<file path="src/design/c2s_pkg.sv">
// Shared constants, types and arctangent table for the spherical conversion block.
`default_nettype none

package c2s_pkg;

  // Field widths
  localparam int COORD_BITS = 24;
  localparam int ANGLE_BITS = 16;

  // CORDIC datapath
  localparam int CORDIC_STEPS = 30;
  localparam int STEP_W       = $clog2(CORDIC_STEPS);
  localparam int DATA_W       = 64;
  localparam int ACC_W        = 32;
  localparam int SCALE_SH     = 60 - COORD_BITS;

  // Square root datapath
  localparam int SQ_W       = 2 * COORD_BITS;
  localparam int SQRT_STEPS = COORD_BITS;
  localparam int SQ_STEP_W  = $clog2(SQRT_STEPS);

  // Gain correction: 1/K in Q31
  localparam int              GAIN_FRAC = 31;
  localparam logic [30:0]     GAIN_INV  = 31'h4DBA76D4;

  // Turn accumulator landmarks
  localparam logic [ACC_W-1:0] TURN_HALF    = 32'h8000_0000;
  localparam logic [ACC_W-1:0] TURN_QUARTER = 32'h4000_0000;
  localparam logic [ACC_W-1:0] TURN_3QUART  = 32'hC000_0000;
  localparam logic [ANGLE_BITS-1:0] POLAR_HALF = ANGLE_BITS'(1) << (ANGLE_BITS - 1);

  // Pipeline stage numbers (stage k is the k-th register rank from the input, stage 1 being the input registers)
  localparam int STG_AZ_OUT  = CORDIC_STEPS + 1;
  localparam int STG_GAIN    = CORDIC_STEPS + 2;
  localparam int STG_POL_IN  = CORDIC_STEPS + 3;
  localparam int LAST_STG    = 2 * CORDIC_STEPS + 3;
  localparam int STG_SQ_IN   = 2;
  localparam int STG_RAD     = SQRT_STEPS + 3;

  typedef struct packed {
    logic signed [DATA_W-1:0] x;
    logic signed [DATA_W-1:0] y;
    logic        [ACC_W-1:0]  acc;
  } cordic_t;

  typedef struct packed {
    logic [SQ_W-1:0] rem;
    logic [SQ_W-1:0] root;
  } sqrt_t;

  typedef struct packed {
    logic axis;
    logic zneg;
  } flags_t;

  // atan(2^-i) as a fraction of a full turn, scaled by 2^32
  function automatic logic [ACC_W-1:0] atan_turn(input logic [STEP_W-1:0] idx);
    logic [ACC_W-1:0] a;
    unique case (idx)
      5'd0:    a = 32'h20000000;
      5'd1:    a = 32'h12E4051E;
      5'd2:    a = 32'h09FB385B;
      5'd3:    a = 32'h051111D4;
      5'd4:    a = 32'h028B0D43;
      5'd5:    a = 32'h0145D7E1;
      5'd6:    a = 32'h00A2F61E;
      5'd7:    a = 32'h00517C55;
      5'd8:    a = 32'h0028BE53;
      5'd9:    a = 32'h00145F2F;
      5'd10:   a = 32'h000A2F98;
      5'd11:   a = 32'h000517CC;
      5'd12:   a = 32'h00028BE6;
      5'd13:   a = 32'h000145F3;
      5'd14:   a = 32'h0000A2FA;
      5'd15:   a = 32'h0000517D;
      5'd16:   a = 32'h000028BE;
      5'd17:   a = 32'h0000145F;
      5'd18:   a = 32'h00000A30;
      5'd19:   a = 32'h00000518;
      5'd20:   a = 32'h0000028C;
      5'd21:   a = 32'h00000146;
      5'd22:   a = 32'h000000A3;
      5'd23:   a = 32'h00000051;
      5'd24:   a = 32'h00000029;
      5'd25:   a = 32'h00000014;
      5'd26:   a = 32'h0000000A;
      5'd27:   a = 32'h00000005;
      5'd28:   a = 32'h00000003;
      5'd29:   a = 32'h00000001;
      default: a = '0;
    endcase
    return a;
  endfunction

endpackage

`default_nettype wire

</file>
<file path="src/design/c2s_cordic_cell.sv">
// One CORDIC vectoring step with its output register.
`default_nettype none

module c2s_cordic_cell
  import c2s_pkg::*;
(
  input  logic              clk,
  input  logic              adv,
  input  logic [STEP_W-1:0] step,
  input  cordic_t           d,
  output cordic_t           q
);

  logic signed [DATA_W-1:0] dx;
  logic signed [DATA_W-1:0] dy;
  logic        [ACC_W-1:0]  ang;
  cordic_t                  q_next;

  assign dx  = d.y >>> step;
  assign dy  = d.x >>> step;
  assign ang = atan_turn(step);

  // Rotate toward the x axis: the sign of y picks the direction
  always_comb begin
    if (d.y[DATA_W-1]) begin
      q_next.x   = d.x - dx;
      q_next.y   = d.y + dy;
      q_next.acc = d.acc - ang;
    end else begin
      q_next.x   = d.x + dx;
      q_next.y   = d.y - dy;
      q_next.acc = d.acc + ang;
    end
  end

  always_ff @(posedge clk) begin
    if (adv) begin
      q <= q_next;
    end
  end

endmodule

`default_nettype wire

</file>
<file path="config.mk">
export PLATFORM = sky130hd
export DESIGN_NAME = c2s_cordic_cell
export DESIGN_NICKNAME = d
export VERILOG_FILES = /design/src/design/c2s_pkg.sv /design/src/design/c2s_cordic_cell.sv
export SDC_FILE = /design/constraint.sdc
export NUM_CORES = 1
export LEC_CHECK = 0
export ABC_AREA = 1
export BUFFER_PORTS_ARGS = -buffer_cell sky130_fd_sc_hd__buf_2
export CORE_ASPECT_RATIO = 0.9
export CORE_MARGIN = 5
export CORE_UTILIZATION = 48
export CTS_CLUSTER_DIAMETER = 40
export CTS_CLUSTER_SIZE = 8
export DETAILED_ROUTE_END_ITERATION = 10
export PLACE_DENSITY = 0.65
export SYNTH_ARGS = -nofsm -noshare
export SYNTH_HDL_FRONTEND = slang
export SYNTH_SLANG_ARGS = --single-unit
</file>
<file path="constraint.sdc">
create_clock -name clk -period 14.41 [get_ports clk]
set_clock_uncertainty 0.2 [all_clocks]
set_input_delay 1.441 -clock clk [delete_from_list [all_inputs] [get_ports clk]]
set_output_delay 1.441 -clock clk [all_outputs]
set_load 0.01 [all_outputs]
</file>
# Word-level counts from Yosys, hierarchy flattened
# Memory sizes are Yosys's and may differ from the RTL's.
# Index checks and enable logic that the tools add are counted.
[totals]
mem_bits_ro = 960
output_inout_bits = 160
elab_cells = 13
inputBits = 167
n_memories = 1
ff_bits = 160
[op_classes]
mux = 1
shifts = 2
n_addsub = 6
[memory_table]
columns = ["name", "words", "word_bits", "read_ports", "rd_clocked_by_memory_dff", "write_ports", "line_no", "text"]
rows = [
  ["(name not given)", 32, 30, 1, 0, 0, "c2s_pkg.sv:59", "unique case (idx)"],
]
[op_table]
columns = ["operator", "count"]
rows = [
  ["$mux W160", 1],
  ["$add A64 B64 Y64", 2],
  ["$sshr A64 B5 Y64", 2],
  ["$sub A64 B64 Y64", 2],
  ["$add A32 B32 Y32", 1],
  ["$sub A32 B32 Y32", 1],
]

# Longest topological paths before layout
[depth]
ltp_word = 3
mapped_depth = 36
depth_no_buf = 33

# Worst setup path after synthesis
# OpenSTA, ideal clock, no wires.
[synth_timing]
kind = "in2reg"
start = "in step[0]"
end = "reg q[25] (netlist bit) (data pin)"
t_arrival_ns = 5.233
cell_stages = 26
path_slack_ns = 8.725
t_required_ns = 13.958
cell_sequence = "buf_4 -> inv_4 -> buf_6 -> buf_6 -> ha_1 -> a21oi_1 -> a21oi_1 -> a211oi_2 -> ha_1 -> inv_1 -> nor4_2 -> nand2_1 -> nor2_1 -> nand2_1 -> nand2_4 -> xor2_1 -> ha_1 -> a21oi_1 -> a21boi_0 -> inv_1 -> a21boi_0 -> o21ai_0 -> nand2_1 -> nand2_1 -> nand2_1 -> nand2_1"
[synth_lines]
columns = ["element", "line_no", "text"]
rows = [
  ["start, declared", "c2s_cordic_cell.sv:9", "input logic [STEP_W-1:0] step,"],
  ["end signal, assigned", "c2s_cordic_cell.sv:38", "q <= q_next;"],
  ["end, declared", "c2s_cordic_cell.sv:11", "output cordic_t q"],
]

==> key figures <==
Status
  – Status: finished clean

Routing
  – Remaining DRCs: 0
  – DRT Wirelength: 125000 µm
  – Via-per-instance ratio: 5.90
  – Drt pass-1 iters: 8
  – Detail Route Antenna Nets: 0
  – Drt initial violations: 4852
  – Via count: 34.8k
  – Wire per inst: 21.3 µm

Setup path
  – Buf/Inv on CP: 8
  – WP data required: 14.44 ns
  – Capturing element type of the critical path: register
  – CP max-delay cell: o21ai_0
  – CP Data Arrival Time: 8.33 ns
  – CP delay by family, top: compound AO/OA/AOI/OAI gates
  – Most common cell type on the critical path: nand2_1
  – Worst setup SP type: input pin
  – Worst Path Max Fanout: 94
  – Worst path max stage delay: 0.93 ns
  – WS Path Type: input pin to register

Die
  – Die ar.: 64500 µm²
  – # IOs: 327
  – Initial Utilization: 48.7%
  – Rows: 84
  – Die Y-Extent: 241 µm
  – Die X: 267 µm
  – Core region area: 58600 µm²

STA
  – Post-route minimum period: 8.30 ns
  – RSZ-0062 raised after global routing: no
  – Period utilization: 57.6%
  – Fmax: 120 MHz
  – Setup TNS: 0 ns
  – Final Max Slew Viols: 0
  – Slew @ Worst Pin: 1.28 ns
  – Relative slew slack: 12.8%
  – Final hold vios: 0
  – Final worst slack: 6.11 ns
  – Final setup viols: 0

Cells and area
  – Largest regs: q x160
  – Final nets: 5453
  – Final Util: 53.0%
  – Max reg flops: 160
  – Syn-to-layout area delta: 8.82%
  – Antenna Cells: 0
  – Fill cells: 6333
  – Most flops, register: q
  – Multi-input logic area: 21100 µm²
  – Register area: 4800 µm²
  – Finished Cell Area: 31100 µm²
  – Layout cells sized above 1: 9.85%

Clock network
  – CTS H-tree depth: 4
  – CTS tree: built
  – Post-CTS setup buffers: 0
  – Root Buffer: clkbuf_16
  – Total CTS buffers: 17
  – Post-cts resize count: 0
  – Hold_buf cts: 0
  – Clk slew on worst S/H paths: 0.08 ns
  – Sink Count: 160
  – Largest buffer count on any clock path: 2

Yosys
  – Post-Synth XOR/XNOR Area: 7.48%
  – Compound-Gate Fraction of Synth Area: 12.1%
  – Main combinational cell family by area after synthesis: simple AND/OR/NAND/NOR gates
  – Top cell type's share of synthesized area: 19.5%
  – Area leader, netlist: nand2_1
  – Syn_nets: 5254
  – Synth top area cells: nand2_1, edfxtp_1, nand3_1
  – Post-synthesis adder-cell area fraction: 8.01%
  – Fraction of registers with async set/reset: 0%
  – Syn Area/Cell: 5.82 µm²
  – Synth Cell Area: 28600 µm²
  – Post-Syn Instances: 4906
  – Yosys warns: 0
  – Number of enable flip-flop cells after synthesis: 160
  – Post-synthesis mux area share: 0%
  – Number of distinct library cells after synthesis: 57
  – Simple-gate share of the synthesized area: 46.2%
  – Seq/Total Area, Yosys: 16.8%
  – Top FF cell, synth: edfxtp_1
  – Flops & latches, synth: 160

GRT
  – Vias in the first global route: 31.1k
  – First-pass GRT wire length: 186000 µm
  – Largest net degree at the start of global routing: 102
  – Remaining Overflow, GRT: 0
  – Initial antenna violation count: 0
  – GRT Total Usage: 37.1%

Pwr
  – Peak VDD IR: 0.0855 mV
  – Cell Pwr Density: 99.7 nW/µm²
  – Power Total: 0.00310 W
  – Pleak: 15.2 nW

Placed design
  – Final Wtd Congestion: 1.12
  – Port Buffers: 326
  – Detailed placement HPWL: 105000 µm
  – Placed Instance Area: 30500 µm²
  – Worst slack, placed: 6.08 ns

Flow run
  – Max-cap check violation count: 0

Hold path
  – Hold Crit Class: input pin to register
## per-layer routing
layer  part of all wire [%]  wire, µm  GRT usage, %
met5                      0         0             0
met1                     43     53600          52.9
met3                     12     15300          10.3
met4                    3.5      4380          11.5
met2                     42     52000          54.8
## final timing paths
check | startpoint | to | slack [ns] | cells after the start
min | d[1] | q[1] | 1.11 | 2
max | step[3] | q[143] | 6.11 | 28
## through the flow
step	hold WS [ns]	std cells
finish	1.11	5892
global route	1.12	5892
CTS	1.09	5892
detailed placement	1.63	5860
global placement	1.62	5860
floorplan	1.35	4906
## power breakdown
part	total, W	switching (W)	internal (W)
registers	0.000737	0.0000350	0.000702
clock network	0.000516	0.000238	0.000278
logic	0.00185	0.00126	0.000586
total	0.00310	0.00153	0.00157
## placed cells by master, fill, tap and decap left out, drive strengths merged, types with 17 or more instances in the layout
cell	instances
clkbuf	18
o21a	18
a21o	17
a21oi	251
nand4	48
a31oi	57
nand2	1515
nor3	36
inv	479
edfxtp	160
nor2	552
nand3	876
xor2	177
buf	344
o21ai	201
ha	178
xnor2	67
## cell families after synthesis
group	count (synthesis)
simple gates	3066
buf+inv	641
compound gates	614
xor+xnor	244
fa+ha+maj	181
flops	160
## cell usage after synthesis (22+ instances only)
cell and n:
a21oi_1 251, a31oi_1 57, buf_1 43, buf_2 60
clkbuf_1 35, edfxtp_1 160, ha_1 178, inv_1 439
inv_2 35, nand2_1 1481, nand2_2 30, nand3_1 869
nand4_1 48, nor2_1 515, nor2_2 22, nor3_1 34
o21ai_0 161, o21ai_1 35, xnor2_1 67, xor2_1 177
## cell type report
| cell class | count | share of cell area, % |
|---|---|---|
| Tap cell | 774 | 3.12 |
| Clock buffer | 18 | 1.38 |
| Timing Repair Buffer | 344 | 5.74 |
| Clock inverter | 14 | 0.628 |
| Multi-Input combinational cell | 4105 | 67.9 |
| Inverter | 477 | 5.79 |
| Sequential cell | 160 | 15.5 |
Power figures use the tool's default switching activity.
