===== config.mk =====
export PLATFORM = sky130hd
export DESIGN_NAME = c2s_gain
export DESIGN_NICKNAME = d
export VERILOG_FILES = /design/src/design/c2s_pkg.sv /design/src/design/c2s_gain.sv
export SDC_FILE = /design/constraint.sdc
export NUM_CORES = 2
export LEC_CHECK = 0
export BUFFER_PORTS_ARGS = -buffer_cell sky130_fd_sc_hd__buf_2
export CORE_MARGIN = 4
export CORE_UTILIZATION = 60
export DETAILED_ROUTE_END_ITERATION = 8
export PLACE_DENSITY = 0.81
export SYNTH_ARGS = -nofsm -noshare
export SYNTH_HDL_FRONTEND = slang
export SYNTH_SLANG_ARGS = --single-unit

===== constraint.sdc =====
create_clock -name clk -period 6.8 [get_ports clk]
set_clock_uncertainty 0.15 [all_clocks]
set_input_delay 0.34 -clock clk [delete_from_list [all_inputs] [get_ports clk]]
set_output_delay 0.34 -clock clk [all_outputs]
set_load 0.03 [all_outputs]

===== src/design/c2s_pkg.sv =====
// Shared constants, types and arctangent table for the spherical conversion block.
`default_nettype none

package c2s_pkg;

  // Field widths
  localparam int COORD_BITS = 24;
  localparam int ANGLE_BITS = 16;

  // CORDIC datapath
  localparam int CORDIC_STEPS = 30;
  localparam int STEP_W       = $clog2(CORDIC_STEPS);
  localparam int DATA_W       = 64;
  localparam int ACC_W        = 32;
  localparam int SCALE_SH     = 60 - COORD_BITS;

  // Square root datapath
  localparam int SQ_W       = 2 * COORD_BITS;
  localparam int SQRT_STEPS = COORD_BITS;
  localparam int SQ_STEP_W  = $clog2(SQRT_STEPS);

  // Gain correction: 1/K in Q31
  localparam int              GAIN_FRAC = 31;
  localparam logic [30:0]     GAIN_INV  = 31'h4DBA76D4;

  // Turn accumulator landmarks
  localparam logic [ACC_W-1:0] TURN_HALF    = 32'h8000_0000;
  localparam logic [ACC_W-1:0] TURN_QUARTER = 32'h4000_0000;
  localparam logic [ACC_W-1:0] TURN_3QUART  = 32'hC000_0000;
  localparam logic [ANGLE_BITS-1:0] POLAR_HALF = ANGLE_BITS'(1) << (ANGLE_BITS - 1);

  // Pipeline stage numbers (stage k is the k-th register rank from the input, stage 1 being the input registers)
  localparam int STG_AZ_OUT  = CORDIC_STEPS + 1;
  localparam int STG_GAIN    = CORDIC_STEPS + 2;
  localparam int STG_POL_IN  = CORDIC_STEPS + 3;
  localparam int LAST_STG    = 2 * CORDIC_STEPS + 3;
  localparam int STG_SQ_IN   = 2;
  localparam int STG_RAD     = SQRT_STEPS + 3;

  typedef struct packed {
    logic signed [DATA_W-1:0] x;
    logic signed [DATA_W-1:0] y;
    logic        [ACC_W-1:0]  acc;
  } cordic_t;

  typedef struct packed {
    logic [SQ_W-1:0] rem;
    logic [SQ_W-1:0] root;
  } sqrt_t;

  typedef struct packed {
    logic axis;
    logic zneg;
  } flags_t;

  // atan(2^-i) as a fraction of a full turn, scaled by 2^32
  function automatic logic [ACC_W-1:0] atan_turn(input logic [STEP_W-1:0] idx);
    logic [ACC_W-1:0] a;
    unique case (idx)
      5'd0:    a = 32'h20000000;
      5'd1:    a = 32'h12E4051E;
      5'd2:    a = 32'h09FB385B;
      5'd3:    a = 32'h051111D4;
      5'd4:    a = 32'h028B0D43;
      5'd5:    a = 32'h0145D7E1;
      5'd6:    a = 32'h00A2F61E;
      5'd7:    a = 32'h00517C55;
      5'd8:    a = 32'h0028BE53;
      5'd9:    a = 32'h00145F2F;
      5'd10:   a = 32'h000A2F98;
      5'd11:   a = 32'h000517CC;
      5'd12:   a = 32'h00028BE6;
      5'd13:   a = 32'h000145F3;
      5'd14:   a = 32'h0000A2FA;
      5'd15:   a = 32'h0000517D;
      5'd16:   a = 32'h000028BE;
      5'd17:   a = 32'h0000145F;
      5'd18:   a = 32'h00000A30;
      5'd19:   a = 32'h00000518;
      5'd20:   a = 32'h0000028C;
      5'd21:   a = 32'h00000146;
      5'd22:   a = 32'h000000A3;
      5'd23:   a = 32'h00000051;
      5'd24:   a = 32'h00000029;
      5'd25:   a = 32'h00000014;
      5'd26:   a = 32'h0000000A;
      5'd27:   a = 32'h00000005;
      5'd28:   a = 32'h00000003;
      5'd29:   a = 32'h00000001;
      default: a = '0;
    endcase
    return a;
  endfunction

endpackage

`default_nettype wire


===== src/design/c2s_gain.sv =====
// CORDIC gain correction: multiply by 1/K in Q31, split into two partial products.
`default_nettype none

module c2s_gain
  import c2s_pkg::*;
(
  input  logic                     clk,
  input  logic                     adv,
  input  logic [DATA_W-1:0]        x,
  output logic signed [DATA_W-1:0] rho
);

  logic [DATA_W-GAIN_FRAC-1:0] hi;
  logic [GAIN_FRAC-1:0]        lo;
  logic [DATA_W-1:0]           hi_prod;
  logic [2*GAIN_FRAC-1:0]      lo_prod;
  logic [DATA_W-1:0]           hi_p;
  logic [2*GAIN_FRAC-1:0]      lo_p;

  assign hi      = x[DATA_W-1:GAIN_FRAC];
  assign lo      = x[GAIN_FRAC-1:0];
  assign hi_prod = hi * GAIN_INV;
  assign lo_prod = lo * GAIN_INV;

  always_ff @(posedge clk) begin
    if (adv) begin
      hi_p <= hi_prod;
      lo_p <= lo_prod;
    end
  end

  // Drop the fraction of the low product, then add
  assign rho = hi_p + DATA_W'(lo_p >> GAIN_FRAC);

endmodule

`default_nettype wire


== After elaboration in Yosys (flattened, before gate mapping) ==
Index checks and enable logic that the tools add are counted.
Storage, ports and cells
  bits in registers: 122
  output and inout port bits: 64
  word-level logic and storage cells: 5
Operators by class
  add/sub/neg operators: 1
  multipliers: 2
Operators with widths (count)
  $add A64 B31 Y64: 1
  $mul A33 B29 Y62 const B: 1
  $mul A31 B29 Y60 const B: 1

== Logic depth before layout (Yosys ltp) ==
  depth after elaboration: 1
  mapped depth: 26

== Worst setup path before layout ==
OpenSTA, ideal clock, no wires.
  path type: input to register
  start point: in x[40]
  end point: reg hi_p[56], data pin
  setup time: 0.260 ns
  arrival time: 6.615 ns
  required time: 6.390 ns
  slack: -0.225 ns
  cell stages on the path: 24
  buffers on the path: 1
  path through: inv_1 -> fa_1 -> fa_1 -> inv_1 -> fa_1 -> fa_1 -> fa_1 -> fa_1 -> fa_1 -> inv_1 -> fa_1 -> inv_1 -> ha_1 -> buf_2 -> a21oi_1 -> o21ai_0 -> a211oi_1 -> nor2_1 -> o41ai_2 -> a21oi_2 -> o2bb2ai_2 -> a221oi_2 -> o221ai_1 -> xnor2_1
On the way
  longest elaborated chain between the ends: 1
Ends and longest elaborated chain
  start: declaration: RTL line c2s_gain.sv:9  | input logic [DATA_W-1:0] x,
  $mul A33 B29 Y62: RTL line c2s_gain.sv:22  | assign hi_prod = hi * GAIN_INV;
  via hi_prod[56]: RTL line c2s_gain.sv:15  | logic [DATA_W-1:0] hi_prod;
  end signal: assignment: RTL line c2s_gain.sv:27  | hi_p <= hi_prod;
  end: declaration: RTL line c2s_gain.sv:17  | logic [DATA_W-1:0] hi_p;
The timed path passes the listed nets, and every way through them passes these cells.
A chain may end at the register's enable or synchronous reset.

== Worst setup path after layout ==
  start point: in x[51]
  end point: reg hi_p[50], data pin
Same word-level chain as after synthesis.

==> results.md <==
- Global routing finished with a remaining overflow of 0.
- The yosys synthesis warning count is 0.
- A synthesized cell averages 10.09 um2.
- After layout, the minimum clock period comes to 7.084 ns.
- At the pin with the least slew margin, the transition time is 1.062 ns.
- The root cell of the clock tree is sky130_fd_sc_hd__clkbuf_16.
- Of the cells placed in the final design, the portion with a size suffix greater than 1 is 21.56%.
- The floorplan row count is 96.
- The number of synthesized flops with an enable pin is 93.
- The post-synthesis register bit count is 93.
- The met1 wire length is 47260 um.
- The congestion estimate from routability-driven global placement came to 1.022.
- Measured along the y axis, the die boundary spans 271.7 um.
- The max-slew headroom at the worst pin is 29.22%.
- The first-pass iteration count of the detailed router is 5.
- The detailed-route wire length is 124000 um.
- The maximum number of buffers from clock root to sink is 2.
- The H-tree was split into 3 levels.
- The buffering stage count on the worst path with inverters included is 7.
- The total count of hold-check failures in the final report is 0.
- The die span in x is 271.7 um.
- For this block, the via count after detailed routing is 32.37k.
- Signal routing reaches up to met4.
- Static timing analysis puts the maximum clock frequency at 141.2 MHz.
- Global routing used 32.55% of the available tracks across all layers.
- Dividing the detail-routed wire length by the instance count gives 21.37 um.
- In this run the cell area of the synthesized design comes to 41730 um2.
- The net count of the finished layout is 6585.
- The cell area after layout is 50080 um2.
- The tool flagged a number of max-cap violations equal to 0.
- By instance count, the cell type seen most on the critical path is sky130_fd_sc_hd__fa_1.
- Clock tree synthesis inserted a total of 9 buffers.
- The kind of cell with the highest combined delay on the critical path is adder cells.
- Fill cells in the final layout number 4447.
- The max-slew violation count is 0.
- After synthesis, flip-flops and latches occupy 6.692% of the total area.
- Of all nets on the critical path, the largest fanout is 4.
- The checks that failed: setup timing.
- After detailed routing, the met3 layer carries 11330 um of wire.
- The area of the core is 68830 um2.
- Entering global routing, the biggest net connects 77 pins.
- Once placement finished, the instance area stood at 47840 um2.
- The effective utilization at floorplan is 60.64%.
- STA puts the critical path data arrival time at 7.05 ns.
- For this run, the slowest stage of the critical path takes 0.57 ns.
- The flip-flop cell with the highest count after synthesis is sky130_fd_sc_hd__edfxtp_1.
- The worst setup path category is in -> reg.
- Setup repair after global routing could not meet its margin everywhere.
- After the first detailed-routing iteration, the DRC count stood at 2578.
- The cell with the biggest individual delay on the critical path is sky130_fd_sc_hd__fa_1.
- The net count after synthesis is 5856.
- Of all flip-flops after synthesis, the portion carrying an async set or reset was 0%.
- Wire segments on met2 add up to 58820 um in the final route.
- The number of antenna violations at the first check in global routing is 4.
- The gate count after technology mapping is 4137.
- Summing all flip-flop and latch instances after layout gives 2793 um2.
- The run finished, with violations left.
- Once routing completed, OpenROAD measured the worst setup slack at -0.2837 ns.
- The combined area of the multi-input logic cells is 34640 um2.
- Final hold analysis gives a worst-case slack of 0.2116 ns.
- The post-detailed-route count of antenna-violating nets is 0.
- The critical path launch point type is an input pin.
- Buffers inserted to repair hold after CTS numbered 0.
- After legalization and detailed placement, the total HPWL measured 105300 um.
- Synthesis instantiated 80 different standard cells from the library.
- The number of buffer cells added on primary ports is 129.
- The routed via count divided by cell count is 5.579.
- After clock tree synthesis, the clock-pin slew on the worst setup and hold paths is 0.07 ns.
- The worst setup path is captured at a register.
- After detailed routing, the number of remaining DRC violations is 0.
- The total inserted antenna cells is 0.
- The layout overhead on the synthesized area is 19.99%.
- The TritonCTS clock tree is built.
- The wire length of the first global-routing pass is 186000 um.
- The total setup violations reported at the end of the flow is 24.
- The share of the cycle needed by the critical path after routing is 104.2%.
- The number of global-route vias before repair is 34.78k.
- For this design, the sink count on the clock tree is 93.
- The die footprint is 73840 um2.
- STA puts the critical path data required time at 6.76 ns.
- The worst hold path belongs to the class in -> reg.
- The I/O pin count is 130.
==> cell usage in the layout (no fill, tap or decap), types with 7 or more instances in the layout <==
cell / instances
sky130_fd_sc_hd__inv_1: 1418
sky130_fd_sc_hd__fa_1: 888
sky130_fd_sc_hd__ha_1: 681
sky130_fd_sc_hd__buf_4: 596
sky130_fd_sc_hd__a21oi_1: 109
sky130_fd_sc_hd__buf_2: 108
sky130_fd_sc_hd__edfxtp_1: 93
sky130_fd_sc_hd__xnor2_1: 82
sky130_fd_sc_hd__a21o_1: 79
sky130_fd_sc_hd__nand2_1: 77
sky130_fd_sc_hd__nor2_1: 60
sky130_fd_sc_hd__xor2_1: 52
sky130_fd_sc_hd__ha_4: 45
sky130_fd_sc_hd__inv_2: 41
sky130_fd_sc_hd__nand3_1: 36
sky130_fd_sc_hd__buf_6: 35
sky130_fd_sc_hd__o21ai_0: 33
sky130_fd_sc_hd__nand4_1: 33
sky130_fd_sc_hd__fa_2: 28
sky130_fd_sc_hd__and3_1: 19
sky130_fd_sc_hd__o21bai_1: 19
sky130_fd_sc_hd__a21oi_2: 19
sky130_fd_sc_hd__nor2b_1: 17
sky130_fd_sc_hd__o21ai_1: 15
sky130_fd_sc_hd__clkinvlp_4: 13
sky130_fd_sc_hd__nor3_2: 13
sky130_fd_sc_hd__a211oi_1: 12
sky130_fd_sc_hd__nor3_1: 12
sky130_fd_sc_hd__o21a_1: 12
sky130_fd_sc_hd__o21ai_2: 11
sky130_fd_sc_hd__nand2b_1: 11
sky130_fd_sc_hd__ha_2: 11
sky130_fd_sc_hd__nor2_2: 9
sky130_fd_sc_hd__a21oi_4: 9
sky130_fd_sc_hd__clkbuf_16: 9
sky130_fd_sc_hd__and2_1: 8
sky130_fd_sc_hd__xnor2_2: 8
sky130_fd_sc_hd__a31oi_1: 7
sky130_fd_sc_hd__inv_6: 7
sky130_fd_sc_hd__buf_8: 7
==> area by class of cell <==
type / count / area share [%]
tap: 931 / 2.326
inverter: 1478 / 11.23
multi-input combinational: 2534 / 69.17
sequential: 93 / 5.577
timing repair buffer: 750 / 11.10
clock inverter: 7 / 0.1549
clock buffer: 9 / 0.4497
==> stage by stage <==
stage                     utilization [%]  setup TNS (ns)  setup slack (ns)  instances
after global placement              69.50          -18.15           -0.5849       5744
after global routing                72.76          -8.536           -0.3871       5802
after CTS                           71.09         -0.7490           -0.1190       5776
after floorplan                         -         -0.1393          -0.08448       4137
after detailed placement            69.50          -22.93           -0.6878       5744
final                               72.76          -3.318           -0.2837       5802
==> Yosys cell counts, drive strengths merged, types with 12 or more instances <==
cell type | instances | area share [%]
fa | 916 | 44
nand2 | 82 | 0.74
nand2b | 12 | 0.18
nor2b | 21 | 0.31
clkbuf | 19 | 0.17
ha | 737 | 22
o21ai | 61 | 0.74
a21o | 79 | 1.4
a21oi | 137 | 1.7
xor2 | 55 | 1.2
nor3 | 28 | 0.47
nand4 | 33 | 0.49
o21bai | 21 | 0.38
and3 | 21 | 0.31
nand3 | 37 | 0.44
inv | 1478 | 13
nor2 | 72 | 0.67
o21a | 12 | 0.22
edfxtp | 93 | 6.7
xnor2 | 91 | 1.9
buf | 13 | 0.18
a211oi | 19 | 0.35
==> what timing repair did <==
item / CTS / global route
endpoints found under the setup margin: 37 / 53
setup buffers: 16 / 28
pin swaps: 77 / 107
resized for setup: 147 / 222
==> sequential cells by signal, summed over array words and instances, names as in the netlist <==
name  flops
hi_p     62
lo_p     31
==> metal layers <==
metal | up-vias | global-route usage [%]
met2 | 1684 | 53.48
met3 | 431 | 6.081
li1 | 13960 | -
met4 | 0 | 10.67
met5 | - | 0
met1 | 16290 | 44.06
==> final timing paths <==
check | from | endpoint | depth (start not counted)
setup / recovery | x[51] | hi_p[50] | 26
hold / removal | adv | hi_p[55] | 1
==> kinds of logic (layout without fill, tap and decap cells) <==
kind of cell,count (synthesis),in the layout,synth area share (%)
adders and majority gates,1653,1653,66.04
buffers and inverters,1510,2244,13.64
AOI/OAI and AO/OA,391,391,6.242
and+or+nand+nor,344,344,4.323
xor gates and xnor gates,146,146,3.064
DFF,93,93,6.692
Power is left out: the tool's default activity adds up to more than one toggle a clock period on the data nets, which glitch-free logic cannot reach.
