`config.mk`:
```
export PLATFORM = sky130hd
export DESIGN_NAME = c2s_sqrt_cell
export DESIGN_NICKNAME = d
export VERILOG_FILES = /design/src/design/c2s_pkg.sv /design/src/design/c2s_sqrt_cell.sv
export SDC_FILE = /design/constraint.sdc
export NUM_CORES = 1
export LEC_CHECK = 0
export ABC_CLOCK_PERIOD_IN_PS = 11900
export BUFFER_PORTS_ARGS = -buffer_cell sky130_fd_sc_hd__buf_2
export CORE_UTILIZATION = 58
export CTS_CLUSTER_SIZE = 24
export DETAILED_ROUTE_END_ITERATION = 16
export PLACE_DENSITY = 0.93
export SYNTH_ARGS = -nofsm -noshare
export SYNTH_HDL_FRONTEND = slang
export SYNTH_SLANG_ARGS = --single-unit
export TNS_END_PERCENT = 50
```
`constraint.sdc`:
```
create_clock -name clk -period 11.9 [get_ports clk]
set_clock_uncertainty 0.15 [all_clocks]
set_input_delay 0.595 -clock clk [delete_from_list [all_inputs] [get_ports clk]]
set_output_delay 0.595 -clock clk [all_outputs]
set_load 0.01 [all_outputs]
```
`src/design/c2s_pkg.sv`:
```
// Shared constants, types and arctangent table for the spherical conversion block.
`default_nettype none

package c2s_pkg;

  // Field widths
  localparam int COORD_BITS = 24;
  localparam int ANGLE_BITS = 16;

  // CORDIC datapath
  localparam int CORDIC_STEPS = 30;
  localparam int STEP_W       = $clog2(CORDIC_STEPS);
  localparam int DATA_W       = 64;
  localparam int ACC_W        = 32;
  localparam int SCALE_SH     = 60 - COORD_BITS;

  // Square root datapath
  localparam int SQ_W       = 2 * COORD_BITS;
  localparam int SQRT_STEPS = COORD_BITS;
  localparam int SQ_STEP_W  = $clog2(SQRT_STEPS);

  // Gain correction: 1/K in Q31
  localparam int              GAIN_FRAC = 31;
  localparam logic [30:0]     GAIN_INV  = 31'h4DBA76D4;

  // Turn accumulator landmarks
  localparam logic [ACC_W-1:0] TURN_HALF    = 32'h8000_0000;
  localparam logic [ACC_W-1:0] TURN_QUARTER = 32'h4000_0000;
  localparam logic [ACC_W-1:0] TURN_3QUART  = 32'hC000_0000;
  localparam logic [ANGLE_BITS-1:0] POLAR_HALF = ANGLE_BITS'(1) << (ANGLE_BITS - 1);

  // Pipeline stage numbers (stage k is the k-th register rank from the input, stage 1 being the input registers)
  localparam int STG_AZ_OUT  = CORDIC_STEPS + 1;
  localparam int STG_GAIN    = CORDIC_STEPS + 2;
  localparam int STG_POL_IN  = CORDIC_STEPS + 3;
  localparam int LAST_STG    = 2 * CORDIC_STEPS + 3;
  localparam int STG_SQ_IN   = 2;
  localparam int STG_RAD     = SQRT_STEPS + 3;

  typedef struct packed {
    logic signed [DATA_W-1:0] x;
    logic signed [DATA_W-1:0] y;
    logic        [ACC_W-1:0]  acc;
  } cordic_t;

  typedef struct packed {
    logic [SQ_W-1:0] rem;
    logic [SQ_W-1:0] root;
  } sqrt_t;

  typedef struct packed {
    logic axis;
    logic zneg;
  } flags_t;

  // atan(2^-i) as a fraction of a full turn, scaled by 2^32
  function automatic logic [ACC_W-1:0] atan_turn(input logic [STEP_W-1:0] idx);
    logic [ACC_W-1:0] a;
    unique case (idx)
      5'd0:    a = 32'h20000000;
      5'd1:    a = 32'h12E4051E;
      5'd2:    a = 32'h09FB385B;
      5'd3:    a = 32'h051111D4;
      5'd4:    a = 32'h028B0D43;
      5'd5:    a = 32'h0145D7E1;
      5'd6:    a = 32'h00A2F61E;
      5'd7:    a = 32'h00517C55;
      5'd8:    a = 32'h0028BE53;
      5'd9:    a = 32'h00145F2F;
      5'd10:   a = 32'h000A2F98;
      5'd11:   a = 32'h000517CC;
      5'd12:   a = 32'h00028BE6;
      5'd13:   a = 32'h000145F3;
      5'd14:   a = 32'h0000A2FA;
      5'd15:   a = 32'h0000517D;
      5'd16:   a = 32'h000028BE;
      5'd17:   a = 32'h0000145F;
      5'd18:   a = 32'h00000A30;
      5'd19:   a = 32'h00000518;
      5'd20:   a = 32'h0000028C;
      5'd21:   a = 32'h00000146;
      5'd22:   a = 32'h000000A3;
      5'd23:   a = 32'h00000051;
      5'd24:   a = 32'h00000029;
      5'd25:   a = 32'h00000014;
      5'd26:   a = 32'h0000000A;
      5'd27:   a = 32'h00000005;
      5'd28:   a = 32'h00000003;
      5'd29:   a = 32'h00000001;
      default: a = '0;
    endcase
    return a;
  endfunction

endpackage

`default_nettype wire

```
`src/design/c2s_sqrt_cell.sv`:
```
// One digit of the restoring integer square root with its output register.
`default_nettype none

module c2s_sqrt_cell
  import c2s_pkg::*;
(
  input  logic                 clk,
  input  logic                 adv,
  input  logic [SQ_STEP_W-1:0] step,
  input  sqrt_t                d,
  output sqrt_t                q
);

  logic [SQ_STEP_W-1:0] pos;
  logic [SQ_W:0]        bitv;
  logic [SQ_W:0]        trial;
  sqrt_t                q_next;

  // Test bit walks down two places per digit, from the top even position
  assign pos   = SQ_STEP_W'(SQRT_STEPS - 1) - step;
  assign bitv  = (SQ_W + 1)'(1) << {pos, 1'b0};
  assign trial = {1'b0, d.root} + bitv;

  always_comb begin
    if ({1'b0, d.rem} >= trial) begin
      q_next.rem  = d.rem - trial[SQ_W-1:0];
      q_next.root = (d.root >> 1) + bitv[SQ_W-1:0];
    end else begin
      q_next.rem  = d.rem;
      q_next.root = d.root >> 1;
    end
  end

  always_ff @(posedge clk) begin
    if (adv) begin
      q <= q_next;
    end
  end

endmodule

`default_nettype wire

```
# Word-level counts from Yosys, hierarchy flattened
# Index checks and enable logic that the tools add are counted.
classes:
  mux: 1
  shift: 1
  n_lt_le_gt_ge: 1
  addsub: 4
op_table:
  columns: ["op", "count"]
  rows:
  - ["96-bit two-way mux", 1]
  - ["48-bit by 49-bit adder with 49-bit output", 1]
  - ["48-bit by 49-bit >= comparator with 1-bit output", 1]
  - ["1-bit by 6-bit left shift with 49-bit output (first input constant)", 1]
  - ["47-bit by 48-bit adder with 48-bit output", 1]
  - ["48-bit subtractor", 1]
  - ["5-bit subtractor (first input constant)", 1]
word_totals:
  out_inout_bits: 96
  reg_bits: 96
  word_cells: 10
  input_bits: 103

# Depth between registers and ports, before layout
# Gate-level depths: netlist of run 1.
depth:
  ltp_word: 5
  mapped_depth: 28
  mapped_depth_nobuf: 24

# Worst setup path after synthesis of run 1
# No wires, ideal clock.
synth_path:
  kind: "input port to flip-flop"
  startpoint: "input step[2]"
  endpoint: "register q[94] (netlist bit), data pin"
  n_path_buf: 4
  path_stages: 26
  setup_ns: 0.259
  setup_slack_ns: 6.029
  t_arrival_ns: 5.462
  required_time_ns: 11.491
  cell_sequence: "buf_2 or3b_1 buf_6 nor2_1 ha_1 and2_1 a41oi_1 nand2_1 a311oi_2 nand2b_1 o31a_1 o21bai_2 nor2b_1 o21ai_0 xor2_1 ha_1 nand4_1 nor2_1 nand3_1 o311ai_1 nor4_1 o31ai_1 o211ai_2 buf_6 buf_2 o31a_1"
synth_rtl:
  columns: ["element", "line_no", "text"]
  rows:
  - ["from (decl)", "c2s_sqrt_cell.sv:9", "input logic [SQ_STEP_W-1:0] step,"]
  - ["to (signal assigned)", "c2s_sqrt_cell.sv:36", "q <= q_next;"]
  - ["to (decl)", "c2s_sqrt_cell.sv:11", "output sqrt_t q"]

==> out/summary.txt, run 1 <==
syn_area_per_cell = 8.46 µm²
fillcell total = 1,344
via/cell ratio = 6.23
Simple-Gate Fraction of Synth Area = 19.6%
clock sinks = 96
critical path class = in -> reg
post-synthesis cell count = 1,174
post-route ant nets = 0
total of max-cap violations = 0
ys flop type = edfxtp_1
Biggest register = q
status = finished, final reports clean
post-synthesis sequential area ratio = 29.0%
power density over the cells = 99.2 mW/mm²
Max Transition Viols Final = 0
worst rel slew slack = 53.0%
EDFF count, synth = 96
setup violators final = 0
Hold Buf Count CTS = 0
Adder-Cell Fraction of Synth Area = 11.9%
CP arrival = 6610 ps
Synth Area in Compound Gates = 23.9%
drt first pass iters = 6
number of global-route vias before repair = 9,029
initial antenna violation count = 0
post-placement setup slack = 5050 ps
Netlist Area Pre-Place = 0.00993 mm²
DR WL/cell = 18.2 µm
CP most frequent cell = a21oi_1
Tot GR Track Use = 32.4%
startpoint types = input pin
layout cells sized above 1 = 18.4%
biggest regs = q: 96 flops
post-CTS sizing = 0
DP Wirelength = 22.9 mm
Core Footprint = 0.0166 mm²
Hold Crit Class = in -> reg
Initial Util = 59.7%
Final Cell Area = 0.0113 mm²
drt initial violations = 867
Port Buffers = 198
CTS Buf Count = 9
Crit. End Element = flip-flop
P_leak = 4.73 nW
mux contribution to synthesized area = 1.20%
YS warnings = 0
Slowest-stage cell, CP = or3b_1
hold path startpoint = d[57]
placed inst area = 0.0111 mm²
total gr overflow = 0
Die Ht = 133 µm
max reg flops = 96
Final Cycle Share = 56.0%
VDD IR-drop max = 0.0000687 V
# rows = 47
min Tclk post-route = 6660 ps
drt drc = 0
synthesis-to-finish area growth = 14.0%
CP max FO = 80
register bit total from synthesis = 96
Post-layout nets = 1,545
CTS tree = yes
Worst Hold End = q[57]
io pins = 199
Synth cell types = 77
first-pass GRT wire length = 45.4 mm
syn nets = 1,370
gpl congestion = 0.971
Slowest Stage Delay on Critical Path = 590 ps
Vias = 9,818
Max Freq = 150 MHz
clk root buf = clkbuf_16
Final Core Density = 68.0%
fraction of registers with async set/reset = 0%
H-tree levels = 3
WL final = 28.7 mm
setup bufs post-CTS = 0
WP data required = 11,850 ps
Worst Tran Pin Value = 705 ps
die area = 0.0176 mm²
Post-Synth XOR/XNOR Area = 11.7%
largest family of logic cells by synthesized area = compound AO/OA/AOI/OAI gates
Fin. Hold Viols = 0
Die W = 133 µm
CTS max path bufs = 2
sum of negative setup slack = 0 ps
hold path cells = 3
largest net degree at the start of global routing = 81
final worst setup slack = 5240 ps
clock-pin slew on the worst setup and hold paths = 70 ps
unrepaired setup endpoints after global routing = false
==> per-stage QoR <==
stage	total power [mW]	hold slack, ps	cells
4_1_cts	1.12	383	1574
5_1_grt	1.18	403	1574
3_3_place_gp	0.840	749	1558
2_1_floorplan	0.711	557	1174
3_5_place_dp	0.847	754	1558
6_report	1.12	389	1575
==> critical path: cells and delay by family <==
| family | cells | cell delay (ps) |
|---|---|---|
| AOI/OAI and AO/OA | 11 | 2080 |
| xor gates and xnor gates | 1 | 230 |
| adders and majority gates | 2 | 590 |
| buffers and inverters | 2 | 710 |
| muxes | 1 | 400 |
| and+or+nand+nor | 8 | 1910 |
==> per-layer routing <==
metal | part of all wire [%] | global-route usage (%) | up-vias
li1 | - | - | 4700
met1 | 43 | 44.1 | 4498
met2 | 46 | 51.9 | 559
met3 | 8.8 | 4.52 | 61
met4 | 3.0 | 13.0 | 0
met5 | 0 | 0 | -
==> layout by cell type (no fill, tap or decap), types with 9 or more instances in the layout <==
master / count
and3_1: 15
xor2_1: 68
a211oi_1: 13
inv_1: 22
edfxtp_1: 96
buf_2: 197
and2_1: 10
a21oi_1: 68
nand3_1: 21
ha_1: 92
xnor2_1: 65
nand2b_1: 23
clkbuf_16: 9
a31o_2: 11
o21a_1: 18
a21o_1: 25
nor2_1: 105
nand2_1: 149
o31ai_1: 11
o21bai_1: 14
nand4_1: 22
o21ai_0: 115
a31oi_1: 34
nor2b_1: 17
==> how the worst max path moves through the flow <==
stage / endpoint / start / slack [ps] / cells past startpoint
floorplan: q[94] / step[2] / 6030 / 26
global placement: q[1] / step[2] / 5190 / 25
detailed placement: q[28] / step[2] / 5050 / 25
CTS: q[28] / step[2] / 5380 / 25
global route: q[28] / step[2] / 4850 / 25
finish: q[28] / step[2] / 5240 / 25
==> layout make-up <==
class / count / area, µm² / area share (%)
well taps: 220 / 275 / 2.43
clock buffers: 10 / 229 / 2.02
repair buffers: 202 / 1020 / 9.04
inverters: 22 / 82.6 / 0.729
multi-input cells: 1018 / 6790 / 60.0
diodes: 1 / 2.50 / 0.0221
flip-flops and latches: 96 / 2880 / 25.5
clock inverters: 6 / 36.3 / 0.320
==> cell families (layout without fill, tap and decap cells) <==
kind of cell    count (synthesis)  after routing
flops                          96             96
other cells                     0              1
mux                            11             11
fa+ha+maj                      94             94
xor+xnor                      133            133
buf+inv                        60            240
compound gates                372            372
simple gates                  408            408
==> power breakdown <==
group	internal (mW)	total [mW]	leakage, nW	switching, mW
sequential	0.429	0.439	0.937	0.0102
clock	0.141	0.273	0.124	0.132
combinational	0.158	0.411	3.67	0.253
total	0.727	1.12	4.73	0.395
==> cells in the mapped netlist, types with 4 or more instances <==
| master | number | area, µm² |
|---|---|---|
| o31ai_1 | 11 | 82.6 |
| a211oi_1 | 13 | 97.6 |
| or2_2 | 5 | 31.3 |
| inv_1 | 22 | 82.6 |
| buf_2 | 14 | 70.1 |
| o21ai_0 | 115 | 576 |
| nor2_1 | 105 | 394 |
| mux2i_1 | 4 | 40.0 |
| a41oi_1 | 5 | 43.8 |
| or3_1 | 4 | 25.0 |
| a41o_1 | 4 | 40.0 |
| a21oi_1 | 68 | 340 |
| nand2_1 | 149 | 559 |
| nand3b_1 | 4 | 30.0 |
| nor2b_1 | 17 | 106 |
| mux2_1 | 6 | 67.6 |
| a31oi_1 | 34 | 213 |
| o21bai_1 | 14 | 105 |
| ha_1 | 92 | 1150 |
| xor2_1 | 68 | 596 |
| clkbuf_1 | 20 | 75.1 |
| and2_1 | 10 | 62.6 |
| and4_1 | 4 | 35.0 |
| and3_1 | 15 | 93.8 |
| a31o_2 | 11 | 96.3 |
| nand2b_1 | 23 | 144 |
| nor3_1 | 8 | 40.0 |
| xnor2_1 | 65 | 569 |
| o211ai_1 | 7 | 52.6 |
| nand4_1 | 22 | 138 |
| nor4_1 | 5 | 31.3 |
| o21ai_1 | 6 | 30.0 |
| a21boi_0 | 4 | 30.0 |
| edfxtp_1 | 96 | 2880 |
| o21a_1 | 18 | 135 |
| a21o_1 | 25 | 188 |
| nand3_1 | 21 | 105 |
(Power assumes the default switching activity.)
==> run 2, diff against run 1 <==
--- a/config.mk
+++ b/config.mk
@@ -5,12 +5,12 @@
 export SDC_FILE = /design/constraint.sdc
 export NUM_CORES = 1
 export LEC_CHECK = 0
-export ABC_CLOCK_PERIOD_IN_PS = 11900
+export ABC_CLOCK_PERIOD_IN_PS = 5800
 export BUFFER_PORTS_ARGS = -buffer_cell sky130_fd_sc_hd__buf_2
-export CORE_UTILIZATION = 58
+export CORE_UTILIZATION = 52
 export CTS_CLUSTER_SIZE = 24
 export DETAILED_ROUTE_END_ITERATION = 16
-export PLACE_DENSITY = 0.93
+export PLACE_DENSITY = 0.88
 export SYNTH_ARGS = -nofsm -noshare
 export SYNTH_HDL_FRONTEND = slang
 export SYNTH_SLANG_ARGS = --single-unit
==> constraint.sdc (replaced) <==
create_clock -name clk -period 5.8 [get_ports clk]
set_clock_uncertainty 0.15 [all_clocks]
set_input_delay 0.29 -clock clk [delete_from_list [all_inputs] [get_ports clk]]
set_output_delay 0.29 -clock clk [all_outputs]
set_load 0.01 [all_outputs]
==> run 2 against run 1 <==
Net effect: combinational power grew 130%; critical endpoint is now q[48]; global-route usage shrank 3.2 points; routed wire length grew 7.2%; core utilization shrank 3.1 points; setup slack lost 5100 ps; die area grew 11%; non-clock buffer count grew 65; total power grew 120%; largest cell class unchanged.
==> out/summary.txt, run 2 (synthesized netlist as in run 1, its figures left out) <==
final worst setup slack = 141 ps (-5100 ps)
clk root buf = clkbuf_16
Slowest Stage Delay on Critical Path = 420 ps (-170 ps)
Initial Util = 53.1% (-6.6 points)
Slowest-stage cell, CP = a311oi_2
Final Cycle Share = 97.6%
antenna cells = 0 (-1)
Max Transition Viols Final = 0 (unchanged)
most frequent cells in the layout = buf_2 (196), nand2_1 (149), o21ai_0 (111), nor2_1 (102), edfxtp_1 (96)
Worst Hold End = q[80]
gpl congestion = 0.971 (about the same)
Crit. End Element = flip-flop
DP Wirelength = 23.5 mm (+3.0%)
total gr overflow = 0 (unchanged)
placed inst area = 0.0115 mm² (+4.3%)
biggest regs = q: 96 flops
drt drc = 0 (unchanged)
clock sinks = 96 (unchanged)
P_leak = 5.15 nW (+9.0%)
post-route ant nets = 0 (unchanged)
Die W = 140 µm (+5.5%)
Die Ht = 140 µm (+5.5%)
Hold Crit Class = in -> reg
post-placement setup slack = -80.6 ps (-5130 ps)
Final Core Density = 64.9% (-3.1 points)
Max Freq = 177 MHz
worst rel slew slack = 26.1% (-27 points)
largest net degree at the start of global routing = 51 (-37%)
power density over the cells = 205 mW/mm² (+110%)
Final Cell Area = 0.0121 mm² (+7.2%)
H-tree levels = 3 (unchanged)
most common cell after layout, fill and taps aside = buf_2
die area = 0.0197 mm² (+11%)
Worst Tran Pin Value = 1080 ps (+375 ps)
Hold Buf Count CTS = 0 (unchanged)
io pins = 199 (unchanged)
critical path class = in -> reg
Vias = 10,100 (+2.9%)
via/cell ratio = 6.11 (-1.9%)
DR WL/cell = 18.6 µm (+2.1%)
Port Buffers = 198 (unchanged)
CTS Buf Count = 9 (unchanged)
setup violators final = 0 (unchanged)
startpoint types = input pin
drt initial violations = 833 (-3.9%)
Core Footprint = 0.0187 mm² (+12%)
CTS tree = yes
clock-pin slew on the worst setup and hold paths = 70 ps (about the same)
CTS max path bufs = 2 (unchanged)
VDD IR-drop max = 0.000151 V (+120%)
Tot GR Track Use = 29.2% (-3.2 points)
drt first pass iters = 6 (unchanged)
Fin. Hold Viols = 0 (unchanged)
Final Power = 2.49 mW (+120%)
min Tclk post-route = 5660 ps
CP arrival = 5590 ps (-1020 ps)
initial antenna violation count = 1 (+1)
WL final = 30.8 mm (+7.2%)
first-pass GRT wire length = 45.3 mm (-0.42%)
number of global-route vias before repair = 9,273 (+2.7%)
max reg flops = 96 (unchanged)
WP data required = 5730 ps (-6120 ps)
Biggest register = q
layout cells sized above 1 = 23.6% (+5.2 points)
hold path startpoint = d[80]
CP max FO = 16 (-80%)
# rows = 50 (+6.4%)
synthesis-to-finish area growth = 22.3%
Post-layout nets = 1,610 (+4.2%)
hold path cells = 3 (unchanged)
total of max-cap violations = 0 (unchanged)
status = finished, final reports clean
-- run 2: cell count changes in the layout (fill, tap and decap cells not counted), sizes merged --
| cell | before | now |
|---|---|---|
| buf | 202 | 262 |
| bufinv | 0 | 1 |
| clkbuf | 10 | 16 |
| clkinv | 4 | 2 |
| clkinvlp | 2 | 1 |
| diode | 1 | 0 |
| inv | 22 | 23 |
-- run 2: metrics by stage --
| step | std cells | setup TNS, ps | hold WS, ps |
|---|---|---|---|
| 3_5_place_dp | 1625 | -1640 | 450 |
| 5_1_grt | 1653 | -2510 | 88.8 |
| 3_3_place_gp | 1625 | 0 | 440 |
| 4_1_cts | 1641 | 0 | 71.6 |
| 2_1_floorplan | 1174 | 0 | 252 |
| 6_report | 1653 | 0 | 78.3 |
-- run 2: worst max-delay path by stage --
stage          slack, ps    start  cells after the start  endpoint
2_1_floorplan        230  step[2]                     26     q[94]
3_3_place_gp           9  step[4]                     23     q[68]
3_5_place_dp         -80  step[4]                     24     q[68]
4_1_cts              180  step[4]                     24     q[28]
5_1_grt              -90  step[1]                     27     q[10]
6_report             140  step[1]                     26     q[48]
-- run 2: timing repair --
action	in CTS	in global routing
setup endpoints to repair	0	96
gates resized for setup	0	31
setup buffers	0	7
-- run 2: where the power goes --
part           switching (mW)  internal, mW  total, mW
logic                   0.551         0.412      0.964
clock network           0.286         0.335      0.622
registers              0.0240         0.879      0.903
total                   0.862          1.63       2.49
-- run 2: per-layer routing --
metal	part of all wire [%]	GRT usage, %	up-vias
met2	47	50.6	512
li1	-	-	4831
met3	8.4	4.92	90
met5	0.026	0	-
met1	40	36.0	4669
met4	3.6	12.0	2
-- run 2: final cells by class --
class | count | area (µm²)
Multi-Input combinational cell | 1018 | 6900
Fill cell | 1526 | 6560
Sequential cell | 96 | 2880
Timing Repair Buffer | 267 | 1700
Tap cell | 234 | 293
Clock buffer | 11 | 233
Inverter | 22 | 82.6
Clock inverter | 5 | 56.3
-- run 2: critical path, delay by kind of cell --
family	cells	cell delay, ps
adders and majority gates	2	580
and+or+nand+nor	7	1400
AOI/OAI and AO/OA	12	2420
xor gates and xnor gates	1	260
buffers and inverters	4	630
==> run 3, diff against run 2 <==
--- a/config.mk
+++ b/config.mk
@@ -7,10 +7,10 @@
 export LEC_CHECK = 0
 export ABC_CLOCK_PERIOD_IN_PS = 5800
 export BUFFER_PORTS_ARGS = -buffer_cell sky130_fd_sc_hd__buf_2
-export CORE_UTILIZATION = 52
+export CORE_UTILIZATION = 48
 export CTS_CLUSTER_SIZE = 24
 export DETAILED_ROUTE_END_ITERATION = 16
-export PLACE_DENSITY = 0.88
+export PLACE_DENSITY = 0.83
 export SYNTH_ARGS = -nofsm -noshare
 export SYNTH_HDL_FRONTEND = slang
 export SYNTH_SLANG_ARGS = --single-unit
==> run 3 against run 2 <==
Net effect: cell area shrank 0.91%; critical path type unchanged; combinational power decreased by 3.2%; setup slack better by 72 ps; total power fell by 2.3%.
==> out/summary.txt, run 3 (synthesized netlist as in run 1, its figures left out) <==
drt initial violations = 667 (-20%)
VDD IR-drop max = 0.000134 V (-11%)
register area = 0.00288 mm² (unchanged)
Initial Util = 49.1% (-4.0 points)
post-placement setup slack = -153 ps (-72.3 ps)
max reg flops = 96 (unchanged)
layout cells sized above 1 = 23.0% (-0.57 points)
initial antenna violation count = 0 (-1)
largest net degree at the start of global routing = 51 (unchanged)
Tot GR Track Use = 27.1% (-2.1 points)
Die W = 146 µm (+4.0%)
total gr overflow = 0 (unchanged)
area of the multi-input gates = 0.00686 mm² (-0.58%)
sum of negative setup slack = 0 ps (unchanged)
DR WL/cell = 17.8 µm (-4.3%)
Min Hold Slack = 76.2 ps (-2.16 ps)
WL final = 30.1 mm (-2.4%)
drt drc = 0 (unchanged)
clock sinks = 96 (unchanged)
total of max-cap violations = 0 (unchanged)
CP arrival = 5570 ps (-20 ps)
drt first pass iters = 5 (-1)
startpoint types = input pin
Worst Tran Pin Value = 1000 ps (-80.0 ps)
io pins = 199 (unchanged)
critical path class = in -> reg
unrepaired setup endpoints after global routing = true
Fin. Hold Viols = 0 (unchanged)
most frequent cells in the layout = buf_2 (197), nand2_1 (149), o21ai_0 (114), nor2_1 (104), edfxtp_1 (96)
number of global-route vias before repair = 9,167 (-1.1%)
CTS max path bufs = 2 (unchanged)
H-tree levels = 3 (unchanged)
Final Power = 2.43 mW (-2.3%)
Final Cycle Share = 96.3% (-1.2 points)
hold path cells = 3 (unchanged)
worst rel slew slack = 31.6% (+5.5 points)
post-route ant nets = 0 (unchanged)
most common cell after layout, fill and taps aside = buf_2
first-pass GRT wire length = 46.0 mm (+1.7%)
power density over the cells = 202 mW/mm² (-1.4%)
fillcell total = 1,802 (+18%)
Worst Hold End = q[85]
final worst setup slack = 213 ps (+72.3 ps)
Core Footprint = 0.0202 mm² (+8.2%)
setup violators final = 0 (unchanged)
gpl congestion = 0.960 (-1.1%)
Hold Crit Class = in -> reg
min Tclk post-route = 5590 ps (-72.3 ps)
final std cells w/o fill = 1,686 (+2.0%)
DP Wirelength = 23.6 mm (+0.49%)
synthesis-to-finish area growth = 21.2%
CTS tree = yes
placed inst area = 0.0116 mm² (+0.17%)
Port Buffers = 198 (unchanged)
Max Freq = 179 MHz (+1.3%)
biggest regs = q: 96 flops
CP max FO = 10 (-6)
Final Core Density = 59.5% (-5.4 points)
status = finished, final reports clean
Vias = 9,942 (-1.6%)
Post-Place Cells = 1,661 (+2.2%)
Crit. End Element = flip-flop
Post-layout nets = 1,606 (-0.25%)
Die Ht = 146 µm (+4.0%)
clock-pin slew on the worst setup and hold paths = 80 ps (about the same)
Final Cell Area = 0.0120 mm² (-0.91%)
CTS Buf Count = 9 (unchanged)
via/cell ratio = 5.90 (-3.5%)
WP data required = 5780 ps (+50 ps)
Hold Buf Count CTS = 0 (unchanged)
# rows = 52 (+4.0%)
P_leak = 5.10 nW (-1.1%)
hold path startpoint = d[85]
die area = 0.0213 mm² (+8.2%)
Max Transition Viols Final = 0 (unchanged)
clk root buf = clkbuf_16
Biggest register = q
-- run 3: layout make-up --
class | count | share of cell area (%)
multi-input cells | 1018 | 57.0
clock inverters | 7 | 0.457
repair buffers | 263 | 13.2
inverters | 22 | 0.686
flip-flops and latches | 96 | 24.0
diodes | 1 | 0.0208
well taps | 270 | 2.81
clock buffers | 9 | 1.87
-- run 3: report_power, final --
| part | total (mW) | switching [mW] | internal [mW] |
|---|---|---|---|
| Combinational | 0.933 | 0.541 | 0.392 |
| Sequential | 0.903 | 0.0235 | 0.879 |
| Clock | 0.595 | 0.298 | 0.297 |
| Total | 2.43 | 0.863 | 1.57 |
-- run 3: worst max path at each step --
stage / startpoint / to / slack (ps) / depth (start not counted)
after CTS: step[2] / q[78] / 180 / 25
after global routing: step[4] / q[28] / -110 / 25
final: step[3] / q[95] / 210 / 23
after global placement: step[2] / q[68] / -30 / 25
after floorplan: step[2] / q[94] / 230 / 26
after detailed placement: step[2] / q[78] / -150 / 25
-- run 3: routing by layer --
metal	vias to the layer above	GRT usage, %	part of all wire [%]
li1	4834	-	-
met1	4623	35.5	43
met2	415	46.3	48
met3	70	3.45	6.5
met4	0	8.53	2.8
met5	-	0	0
-- run 3: repair_timing --
action / CTS / global route
resized for setup: 0 / 15
setup buffers: 0 / 4
setup endpoints to repair: 0 / 96
-- run 3: worst max-delay path, stage by stage --
cell and delay [ps]:
buf_2 110, nand3b_1 280, nor2_1 240, ha_1 200, and2_1 150, a31oi_1 140
o31a_1 340, o31ai_1 380, a21o_1 260, a21oi_1 140, o21ai_0 330, xnor2_1 160
ha_1 330, nand4_1 150, nor4_1 320, nand3_1 120, a21oi_1 260, nor4_2 110
o31ai_2 330, o211ai_4 210, buf_4 200, clkbuf_16 160, o31ai_1 370
